==> src/design/uule_pkg.sv <==
// ----------------------------------------------------------------------------
// uule_pkg
// Shared types, constants and the character mapping for the uuencode line
// encoder.
// ----------------------------------------------------------------------------
package uule_pkg;

  // Default number of raw bytes in one encoded line.
  localparam int DEF_LINE_BYTES = 45;

  // Width of byte counts and byte indexes within a line.
  localparam int CNT_W = 6;

  // Fixed output characters.
  localparam logic [6:0] NEWLINE_CHAR = 7'd10;
  localparam logic [6:0] ZERO_CHAR    = 7'd96;

  // Input command codes.
  localparam logic CMD_DATA = 1'b0;
  localparam logic CMD_END  = 1'b1;

  // One input transaction.
  typedef struct packed {
    logic       cmd;
    logic [7:0] data_byte;
  } in_item_t;

  // One result transaction.
  typedef struct packed {
    logic [6:0] char_out;
    logic       run_last;
  } out_item_t;

  // A line job handed from the front end to the back end.
  typedef struct packed {
    logic             bank;
    logic             is_end;
    logic [CNT_W-1:0] count;
  } job_t;

  // Line buffer write request from the front end.
  typedef struct packed {
    logic             en;
    logic             bank;
    logic [CNT_W-1:0] idx;
    logic [7:0]       data;
  } wr_t;

  // Map a 6-bit value to its printable character.
  function automatic logic [6:0] uu_char(input logic [5:0] v);
    logic [6:0] c;
    if (v == 6'd0) begin
      c = ZERO_CHAR;
    end else begin
      c = {1'b0, v} + 7'd32;
    end
    return c;
  endfunction

endpackage

==> src/design/uuencode_line_encoder.sv <==
// ----------------------------------------------------------------------------
// uuencode_line_encoder
// Encodes raw bytes into uuencode body lines, one character per transaction.
// ----------------------------------------------------------------------------
// Usage:
// The input side is a queue: a transaction is taken when push is high and full
// is low. cmd selects a data byte or end of input. The result side is also a
// queue: while empty is low, out_item holds the oldest character, taken when
// pop is high. run_last marks the last character caused by one input.
// The front end takes one byte a cycle, while full is low, into one of two line
// banks; full rises only while both banks hold lines not yet fully encoded.
// The back end sends one character a cycle while the receiver takes them, but
// none during the byte fetch or while picking up a job. The first character of
// a run reaches the outputs once the job is queued, picked up by the back end
// and the length character is loaded into the output register; a byte fetch
// follows before the first group. Sustained input is set by the byte fetch and
// the single output character per cycle.
// A stalled receiver halts the back end in place; the front end keeps filling
// the free bank. Reset empties the job queue and the fill count; the buffer
// memory is not cleared.
// ----------------------------------------------------------------------------
module uuencode_line_encoder #(
  parameter int LINE_BYTES = uule_pkg::DEF_LINE_BYTES
) (
  input  logic                clk,
  input  logic                rst_n,
  input  logic                push,
  output logic                full,
  input  uule_pkg::in_item_t  in_item,
  output logic                empty,
  input  logic                pop,
  output uule_pkg::out_item_t out_item
);
  import uule_pkg::*;

  logic q_full;
  logic job_push;
  logic job_pop;
  logic job_valid;
  job_t job_in;
  job_t job_head;
  wr_t  wr;

  // Front end: accepts and classifies input transactions.
  uule_front #(
    .LINE_BYTES(LINE_BYTES)
  ) u_front (
    .clk      (clk),
    .rst_n    (rst_n),
    .push     (push),
    .full     (full),
    .in_item  (in_item),
    .q_full   (q_full),
    .job_push (job_push),
    .job      (job_in),
    .wr       (wr)
  );

  // Line jobs waiting for the back end.
  uule_jobq u_jobq (
    .clk       (clk),
    .rst_n     (rst_n),
    .job_push  (job_push),
    .job_in    (job_in),
    .job_pop   (job_pop),
    .job_valid (job_valid),
    .q_full    (q_full),
    .job_head  (job_head)
  );

  // Back end: line buffer and character sequencer.
  uule_back #(
    .LINE_BYTES(LINE_BYTES)
  ) u_back (
    .clk       (clk),
    .rst_n     (rst_n),
    .wr        (wr),
    .job_valid (job_valid),
    .job_head  (job_head),
    .job_pop   (job_pop),
    .empty     (empty),
    .pop       (pop),
    .out_item  (out_item)
  );

endmodule

==> src/design/uule_front.sv <==
// ----------------------------------------------------------------------------
// uule_front
// Accepts input transactions, stores data bytes into the current line bank and
// posts a line job when the line fills or the input ends.
// ----------------------------------------------------------------------------
module uule_front #(
  parameter int LINE_BYTES = uule_pkg::DEF_LINE_BYTES
) (
  input  logic              clk,
  input  logic              rst_n,
  input  logic              push,
  output logic              full,
  input  uule_pkg::in_item_t in_item,
  input  logic              q_full,
  output logic              job_push,
  output uule_pkg::job_t    job,
  output uule_pkg::wr_t     wr
);
  import uule_pkg::*;

  logic [CNT_W-1:0] count_r, count_nxt;
  logic             bank_r, bank_nxt;
  logic             accept;
  logic [CNT_W-1:0] count_inc;

  // Both line banks are busy when the job queue is full.
  assign full      = q_full;
  assign accept    = push && !q_full;
  assign count_inc = count_r + CNT_W'(1);

  // Classify the transaction and decide on a job.
  always_comb begin
    count_nxt = count_r;
    bank_nxt  = bank_r;
    job_push  = 1'b0;
    job       = '0;
    wr.en     = accept && (in_item.cmd == CMD_DATA);
    wr.bank   = bank_r;
    wr.idx    = count_r;
    wr.data   = in_item.data_byte;
    if (accept) begin
      if (in_item.cmd == CMD_DATA) begin
        if (count_inc == CNT_W'(LINE_BYTES)) begin
          job_push  = 1'b1;
          job.bank  = bank_r;
          job.count = count_inc;
          count_nxt = '0;
          bank_nxt  = !bank_r;
        end else begin
          count_nxt = count_inc;
        end
      end else begin
        job_push   = 1'b1;
        job.bank   = bank_r;
        job.is_end = 1'b1;
        job.count  = count_r;
        count_nxt  = '0;
        bank_nxt   = !bank_r;
      end
    end
  end

  // Fill count and bank select.
  always_ff @(posedge clk) begin
    if (!rst_n) begin
      count_r <= '0;
      bank_r  <= 1'b0;
    end else begin
      count_r <= count_nxt;
      bank_r  <= bank_nxt;
    end
  end

endmodule

==> src/design/uule_jobq.sv <==
// ----------------------------------------------------------------------------
// uule_jobq
// Two-entry queue of line jobs between the front end and the back end.
// ----------------------------------------------------------------------------
module uule_jobq (
  input  logic           clk,
  input  logic           rst_n,
  input  logic           job_push,
  input  uule_pkg::job_t job_in,
  input  logic           job_pop,
  output logic           job_valid,
  output logic           q_full,
  output uule_pkg::job_t job_head
);
  import uule_pkg::*;

  job_t       q_r [2];
  logic       wr_ptr_r, rd_ptr_r;
  logic [1:0] cnt_r;

  assign job_valid = (cnt_r != 2'd0);
  assign q_full    = (cnt_r == 2'd2);
  assign job_head  = q_r[rd_ptr_r];

  // Entry storage.
  always_ff @(posedge clk) begin
    if (job_push) begin
      q_r[wr_ptr_r] <= job_in;
    end
  end

  // Pointers and occupancy.
  always_ff @(posedge clk) begin
    if (!rst_n) begin
      wr_ptr_r <= 1'b0;
      rd_ptr_r <= 1'b0;
      cnt_r    <= 2'd0;
    end else begin
      if (job_push) begin
        wr_ptr_r <= !wr_ptr_r;
      end
      if (job_pop) begin
        rd_ptr_r <= !rd_ptr_r;
      end
      cnt_r <= cnt_r + {1'b0, job_push} - {1'b0, job_pop};
    end
  end

`ifndef NO_ASSERTIONS
  a_no_overflow: assert property (@(posedge clk) disable iff (!rst_n)
    q_full |-> !job_push || job_pop)
    else $error("job pushed into a full queue");
  a_no_underflow: assert property (@(posedge clk) disable iff (!rst_n)
    job_pop |-> job_valid)
    else $error("job popped from an empty queue");
`endif

endmodule

==> src/design/uule_back.sv <==
// ----------------------------------------------------------------------------
// uule_back
// Holds the two-bank line buffer and turns each line job into characters
// through a one-entry output register, one per cycle barring fetch and stalls.
// ----------------------------------------------------------------------------
module uule_back #(
  parameter int LINE_BYTES = uule_pkg::DEF_LINE_BYTES
) (
  input  logic                clk,
  input  logic                rst_n,
  input  uule_pkg::wr_t       wr,
  input  logic                job_valid,
  input  uule_pkg::job_t      job_head,
  output logic                job_pop,
  output logic                empty,
  input  logic                pop,
  output uule_pkg::out_item_t out_item
);
  import uule_pkg::*;

  localparam int DEPTH = 2 * LINE_BYTES;
  localparam int AW    = (DEPTH > 1) ? $clog2(DEPTH) : 1;

  typedef enum logic [2:0] {
    S_IDLE, S_LEN, S_RD, S_EMIT, S_NL, S_ZERO, S_NL2
  } state_t;

  logic [7:0]       mem [DEPTH];
  logic [7:0]       rd_data_r;
  logic             pad_r;

  state_t           state_r, state_nxt;
  job_t             job_r, job_nxt;
  logic [CNT_W-1:0] base_r, base_nxt;
  logic [1:0]       k_r, k_nxt;
  logic [2:0][7:0]  g_r, g_nxt;
  logic [1:0][7:0]  n_r, n_nxt;
  logic             out_valid_r, out_valid_nxt;
  out_item_t        out_item_r, out_item_nxt;

  logic             slot_free;
  logic             emit;
  out_item_t        emit_item;
  logic             rd_issue;
  logic [CNT_W-1:0] rd_idx;
  logic             rd_pad;
  logic [AW-1:0]    rd_addr, wr_addr;
  logic [7:0]       cap_byte;
  logic [CNT_W-1:0] base_next_grp;

  assign slot_free     = !out_valid_r || pop;
  assign empty         = !out_valid_r;
  assign out_item      = out_item_r;
  assign cap_byte      = pad_r ? 8'd0 : rd_data_r;
  assign base_next_grp = base_r + CNT_W'(3);

  // Bytes at or past the line length read as zero padding.
  assign rd_pad  = (rd_idx >= job_r.count);
  assign rd_addr = (job_r.bank ? AW'(LINE_BYTES) : AW'(0)) + AW'(rd_idx);
  assign wr_addr = (wr.bank ? AW'(LINE_BYTES) : AW'(0)) + AW'(wr.idx);

  // Line buffer memory with registered read.
  always_ff @(posedge clk) begin
    if (wr.en) begin
      mem[wr_addr] <= wr.data;
    end
    if (rd_issue && !rd_pad) begin
      rd_data_r <= mem[rd_addr];
    end
    if (rd_issue) begin
      pad_r <= rd_pad;
    end
  end

  // Sequencer: length character, byte fetch, groups, newline, end line.
  always_comb begin
    state_nxt     = state_r;
    job_nxt       = job_r;
    base_nxt      = base_r;
    k_nxt         = k_r;
    g_nxt         = g_r;
    n_nxt         = n_r;
    emit          = 1'b0;
    emit_item     = '0;
    rd_issue      = 1'b0;
    rd_idx        = base_r;
    job_pop       = 1'b0;
    unique case (state_r)
      S_IDLE: begin
        if (job_valid) begin
          job_nxt   = job_head;
          base_nxt  = '0;
          state_nxt = (job_head.count == '0) ? S_ZERO : S_LEN;
        end
      end
      S_LEN: begin
        emit               = 1'b1;
        emit_item.char_out = uu_char(6'(job_r.count));
        if (slot_free) begin
          k_nxt     = 2'd0;
          state_nxt = S_RD;
        end
      end
      S_RD: begin
        // Issue three reads and collect each on the following cycle.
        rd_issue = (k_r != 2'd3);
        rd_idx   = base_r + CNT_W'(k_r);
        if (k_r != 2'd0) begin
          g_nxt[k_r - 2'd1] = cap_byte;
        end
        if (k_r == 2'd3) begin
          k_nxt     = 2'd0;
          state_nxt = S_EMIT;
        end else begin
          k_nxt = k_r + 2'd1;
        end
      end
      S_EMIT: begin
        emit = 1'b1;
        case (k_r)
          2'd0:    emit_item.char_out = uu_char(g_r[0][7:2]);
          2'd1:    emit_item.char_out = uu_char({g_r[0][1:0], g_r[1][7:4]});
          2'd2:    emit_item.char_out = uu_char({g_r[1][3:0], g_r[2][7:6]});
          default: emit_item.char_out = uu_char(g_r[2][5:0]);
        endcase
        if (slot_free) begin
          // Prefetch the next group while this one is sent.
          rd_issue = (k_r != 2'd3);
          rd_idx   = base_next_grp + CNT_W'(k_r);
          if (k_r == 2'd1 || k_r == 2'd2) begin
            n_nxt[k_r[1]] = cap_byte;
          end
          if (k_r == 2'd3) begin
            k_nxt = 2'd0;
            if (base_next_grp < job_r.count) begin
              base_nxt = base_next_grp;
              g_nxt    = {cap_byte, n_r[1], n_r[0]};
            end else begin
              state_nxt = S_NL;
            end
          end else begin
            k_nxt = k_r + 2'd1;
          end
        end
      end
      S_NL: begin
        emit               = 1'b1;
        emit_item.char_out = NEWLINE_CHAR;
        emit_item.run_last = !job_r.is_end;
        if (slot_free) begin
          if (job_r.is_end) begin
            state_nxt = S_ZERO;
          end else begin
            job_pop   = 1'b1;
            state_nxt = S_IDLE;
          end
        end
      end
      S_ZERO: begin
        emit               = 1'b1;
        emit_item.char_out = ZERO_CHAR;
        if (slot_free) begin
          state_nxt = S_NL2;
        end
      end
      S_NL2: begin
        emit               = 1'b1;
        emit_item.char_out = NEWLINE_CHAR;
        emit_item.run_last = 1'b1;
        if (slot_free) begin
          job_pop   = 1'b1;
          state_nxt = S_IDLE;
        end
      end
      default: begin
        state_nxt = S_IDLE;
      end
    endcase
  end

  // Output register: loaded when a character is ready and the slot is free.
  always_comb begin
    out_valid_nxt = out_valid_r;
    out_item_nxt  = out_item_r;
    if (emit && slot_free) begin
      out_valid_nxt = 1'b1;
      out_item_nxt  = emit_item;
    end else if (pop) begin
      out_valid_nxt = 1'b0;
    end
  end

  // State and registered outputs.
  always_ff @(posedge clk) begin
    if (!rst_n) begin
      state_r     <= S_IDLE;
      out_valid_r <= 1'b0;
    end else begin
      state_r     <= state_nxt;
      out_valid_r <= out_valid_nxt;
      out_item_r  <= out_item_nxt;
      job_r       <= job_nxt;
      base_r      <= base_nxt;
      k_r         <= k_nxt;
      g_r         <= g_nxt;
      n_r         <= n_nxt;
    end
  end

`ifndef NO_ASSERTIONS
  a_pop_after_newline: assert property (@(posedge clk) disable iff (!rst_n)
    job_pop |-> (state_r == S_NL || state_r == S_NL2))
    else $error("line job released before its newline");
  a_group_in_line: assert property (@(posedge clk) disable iff (!rst_n)
    (state_r == S_EMIT) |-> (job_r.count != '0) && (base_r < job_r.count))
    else $error("group start outside the line");
  a_last_is_newline: assert property (@(posedge clk) disable iff (!rst_n)
    (out_valid_r && out_item_r.run_last) |-> (out_item_r.char_out == NEWLINE_CHAR))
    else $error("run ends on a character other than newline");
`endif

endmodule
==> config.mk <==
export PLATFORM = sky130hd
export DESIGN_NAME = uuencode_line_encoder
export DESIGN_NICKNAME = d
export VERILOG_FILES = /design/src/design/uule_pkg.sv /design/src/design/uuencode_line_encoder.sv /design/src/design/uule_front.sv /design/src/design/uule_jobq.sv /design/src/design/uule_back.sv
export SDC_FILE = /design/constraint.sdc
export NUM_CORES = 1
export LEC_CHECK = 0
export BUFFER_PORTS_ARGS = -buffer_cell sky130_fd_sc_hd__buf_2
export CAP_MARGIN = 30
export CORE_UTILIZATION = 65
export DETAILED_ROUTE_END_ITERATION = 12
export PLACE_DENSITY = 0.81
export SETUP_SLACK_MARGIN = 0.1
export SLEW_MARGIN = 20
export SYNTH_ARGS = -nofsm -noshare
export SYNTH_HDL_FRONTEND = slang
export SYNTH_HIERARCHICAL = 1
export SYNTH_SLANG_ARGS = --single-unit
==> constraint.sdc <==
create_clock -name clk -period 10.5 [get_ports clk]
set_input_delay 1.575 -clock clk [delete_from_list [all_inputs] [get_ports clk]]
set_output_delay 1.575 -clock clk [all_outputs]
set_load 0.01 [all_outputs]
==> flow_summary_export.csv <==
group,metric,value,unit
worst_setup_path,arrival_time_at_the_worst_endpoint,6.66,ns
timing,timing.fmax,0.1590,GHz
run,max_capacitance_violation_count,0,
floorplanning,fp.coreArea,51510,um2
yosys,synth-seq-cells,825,
timing,worst_slew_pin_slew,1.075,ns
clocking,tritoncts,"built",
clocking,path_clk_slew,0.06,ns
clocking,cts_resized,0,
global_routing,grt_antenna_before_repair,1,
worst_hold_path,hold_path_class,"register to register",
worst_setup_path,critical-path-top-cell-by-count,"ha_4",
floorplanning,horizontal_die_dimension,230.5,um
clocking,cts_inserted_buffers,81,
timing,finalSetupViolCount,0,
placement,routabilityCongestion,0.8543,
worst_setup_path,setup.worst_path.end_class,"register",
worst_setup_path,worst-path-buf-inv,2,
yosys,syn_inst,1798,
layout,antenna_cells_inserted,0,
worst_setup_path,critPathMaxStageDelay,0.88,ns
worst_setup_path,required,10.87,ns
global_routing,gr-usage-all-layers,0.3074,
placement,dpl.hpwl,44270,um
global_routing,number_of_global_route_vias_before_repair,18200,
floorplanning,dieArea,53150,um2
floorplanning,fp-row-count,83,
clocking,postCtsHoldBufs,0,
worst_setup_path,category_of_the_worst_setup_path_launch_point,"input pin",
clocking,clkSinkCount,825,
yosys,synth-seq-area-share,0.7250,
clocking,root_buffer,"clkbuf_16",
yosys,yosys.cell_types.count,79,
clocking,cts.htree.levels,3,
layout,final_cells,2601,
layout,area.growth.synth_to_final,10.64,%
placement,place_area,34790,um2
run_status,outcome,"finished, final reports clean",
worst_setup_path,setup.worst_path.class,"input pin to register",
clocking,cts_buffer_depth,3,
clocking,clock_insertion_delay_worst_skew,0.64,ns
layout,final_area,37560,um2
worst_setup_path,worstPathCellList,"buf_2, nand2b_1, and3_1, o21ai_0, o311ai_0, ha_4, ha_4, buf_4, mux4_2, mux4_1, mux2_1, o22ai_1, a31oi_1",
placement,dp_cells,2441,
layout,num-fill-cells,2882,
detailed_routing,detail_route.drc_violations,0,
global_routing,grt_overflow_total,0,
global_routing,global_route_wire_length_before_repair,117000,um
placement,port_buffers,22,
timing,setup_repair_after_global_routing_missed_its_margin,"false",
detailed_routing,routed_wirelength,79100,um
timing,finClkSkew,0.04046,ns
yosys,netlist_area,33950,um2
yosys,synth.yosys.warnings,6,
floorplanning,io_pins,23,
detailed_routing,avgViaCountPerCell,6.833,
detailed_routing,first_pass_iters,6,
global_routing,maximum_number_of_pins_on_one_net_before_global_route_repair,120,
layout,commonest_non_fill_non_tap_cell_in_the_layout,"edfxtp_1",
yosys,syn_nets,1848,
timing,timing_hold_violations_final,0,
detailed_routing,post_drt_wl_per_cell,30.41,um
floorplanning,initial_utilization,0.6591,
floorplanning,die_height,230.5,um
worst_setup_path,worst_path_max_delay_cell,"ha_4",
pwr,power.leakage,0.01215,uW
yosys,ys_async_sr_fraction,0,
worst_setup_path,worst_path_dominant_cell_family,"multiplexers",
yosys,synth_edf_count,809,
timing,finalCriticalPeriod,6.289,ns
timing,slew_headroom,0.2810,
timing,final-max-slew-violation-count,0,
yosys,postSynthAreaPerCell,18.88,um2
detailed_routing,via_count,17770,
yosys,postSynth.topFlopCell,"edfxtp_1",
worst_setup_path,worst-path-max-fanout,68,
timing,final_setup_tns,0,ns
clocking,cts.repair_timing.setup_buffer_count,0,
detailed_routing,ant_nets,0,
pwr,p_per_area,260.9,nW/um2
layout,mostFrequentLayoutCells,"edfxtp_1 (809), mux4_2 (199), nor2_1 (133)",
layout,drive_gt1_frac,0.2218,
pwr,vdd.ir_drop.worst,0.0002308,V
timing,final_min_period_over_clock_period,0.5989,
layout,final_nets,1906,
detailed_routing,drt-initial-drc-count,2235,
## routing by layer
metal / GRT usage / share of wire / up-vias
met2: 0.5072 / 0.50 / 1124
li1: - / - / 7357
met3: 0.06114 / 0.095 / 206
met4: 0.1252 / 0.043 / 2
met1: 0.4069 / 0.36 / 9084
met5: 0 / 0.00016 / -
## through the flow
step / hold slack [ns] / util / setup WS [ns] / power, uW
6_report: 0.5205 / 0.7293 / 4.211 / 9800
5_1_grt: 0.5299 / 0.7293 / 4.155 / 10090
4_1_cts: 0.5195 / 0.7274 / 4.399 / 9803
3_5_place_dp: 0.5018 / 0.6754 / 3.770 / 6850
3_3_place_gp: 0.5000 / 0.6727 / 3.904 / 6762
2_1_floorplan: 0.4836 / - / 5.193 / 6041
## tightest hold or removal path, delay by kind of cell, from the launching register on
family / cells / cell delay (ns)
DFF: 1 / 0.32
and+or+nand+nor: 2 / 0.10
## synthesized netlist by cell type (5+ instances only)
cell	count	area share
a21oi_1	28	0.0041
buf_6	6	0.0020
nor2_1	133	0.015
mux2_2	17	0.0056
ha_1	35	0.013
nand3_1	42	0.0062
edfxtp_1	809	0.72
inv_1	30	0.0033
xnor2_1	11	0.0028
mux4_1	5	0.0039
dfxtp_1	16	0.0094
xor2_1	9	0.0023
a222oi_1	5	0.0015
a21o_1	9	0.0020
o22ai_1	10	0.0018
o21ai_0	21	0.0031
mux2i_1	21	0.0062
mux2_1	14	0.0046
a2bb2oi_1	7	0.0018
nand4_1	6	0.0011
buf_2	10	0.0015
buf_1	9	0.00099
mux4_2	199	0.13
o21a_1	9	0.0020
nand2b_1	8	0.0015
nand2_1	123	0.014
buf_4	16	0.0035
o211ai_1	9	0.0020
and2_1	6	0.0011
clkbuf_1	54	0.0060
a31oi_1	10	0.0018
nor2b_1	29	0.0053
nor3_1	10	0.0015
## path summary, 6_finish.rpt
| check | from | endpoint | slack, ns | cells after the start |
|---|---|---|---|---|
| hold reg to reg | u_back/n_r[11]$_DFFE_PP_ | u_back/g_r[11]$_DFFE_PP_ | 0.52 | 2 |
| setup reg to reg | u_back/base_r[1]$_SDFFCE_PN0P_ | u_back/rd_data_r[5]$_DFFE_PP_ | 4.50 | 14 |
| hold / removal | u_back/n_r[11]$_DFFE_PP_ | u_back/g_r[11]$_DFFE_PP_ | 0.52 | 2 |
| setup / recovery | pop | u_back/rd_data_r[5]$_DFFE_PP_ | 4.21 | 13 |
## report_power, final
group	internal, uW	switching (uW)
clock	1670	1250
sequential	3710	65.7
combinational	1390	1710
## cells by family after synthesis
kind of cell,after synthesis,share of synthesized area
flops,825,0.7250
simple gates,392,0.05399
mux,256,0.1523
compound gates,139,0.02941
buf+inv,125,0.01728
fa+ha+maj,37,0.01408
xor+xnor,24,0.007923
## cell type report
cell class | instances | area, um2 | area share
clock inverters | 53 | 574.3 | 0.01529
repair buffers | 70 | 499.2 | 0.01329
clock buffers | 95 | 2101 | 0.05592
flip-flops and latches | 825 | 24610 | 0.6552
inverters | 30 | 112.6 | 0.002998
well taps | 680 | 850.8 | 0.02265
multi-input cells | 848 | 8813 | 0.2346
## sequential cells by signal, summed over array words and instances, names as in the netlist, 2 cells and up, named ones only
signal and flops:
u_back/base_r 6, u_back/g_r 24, u_back/job_r 8, u_back/k_r 2, u_back/mem 720, u_back/n_r 16, u_back/out_item 8, u_back/rd_data_r 8
u_back/state_r 3, u_front/count_r 6, u_jobq/cnt_r 2, u_jobq/q_r 16
Power figures use the tool's default switching activity.
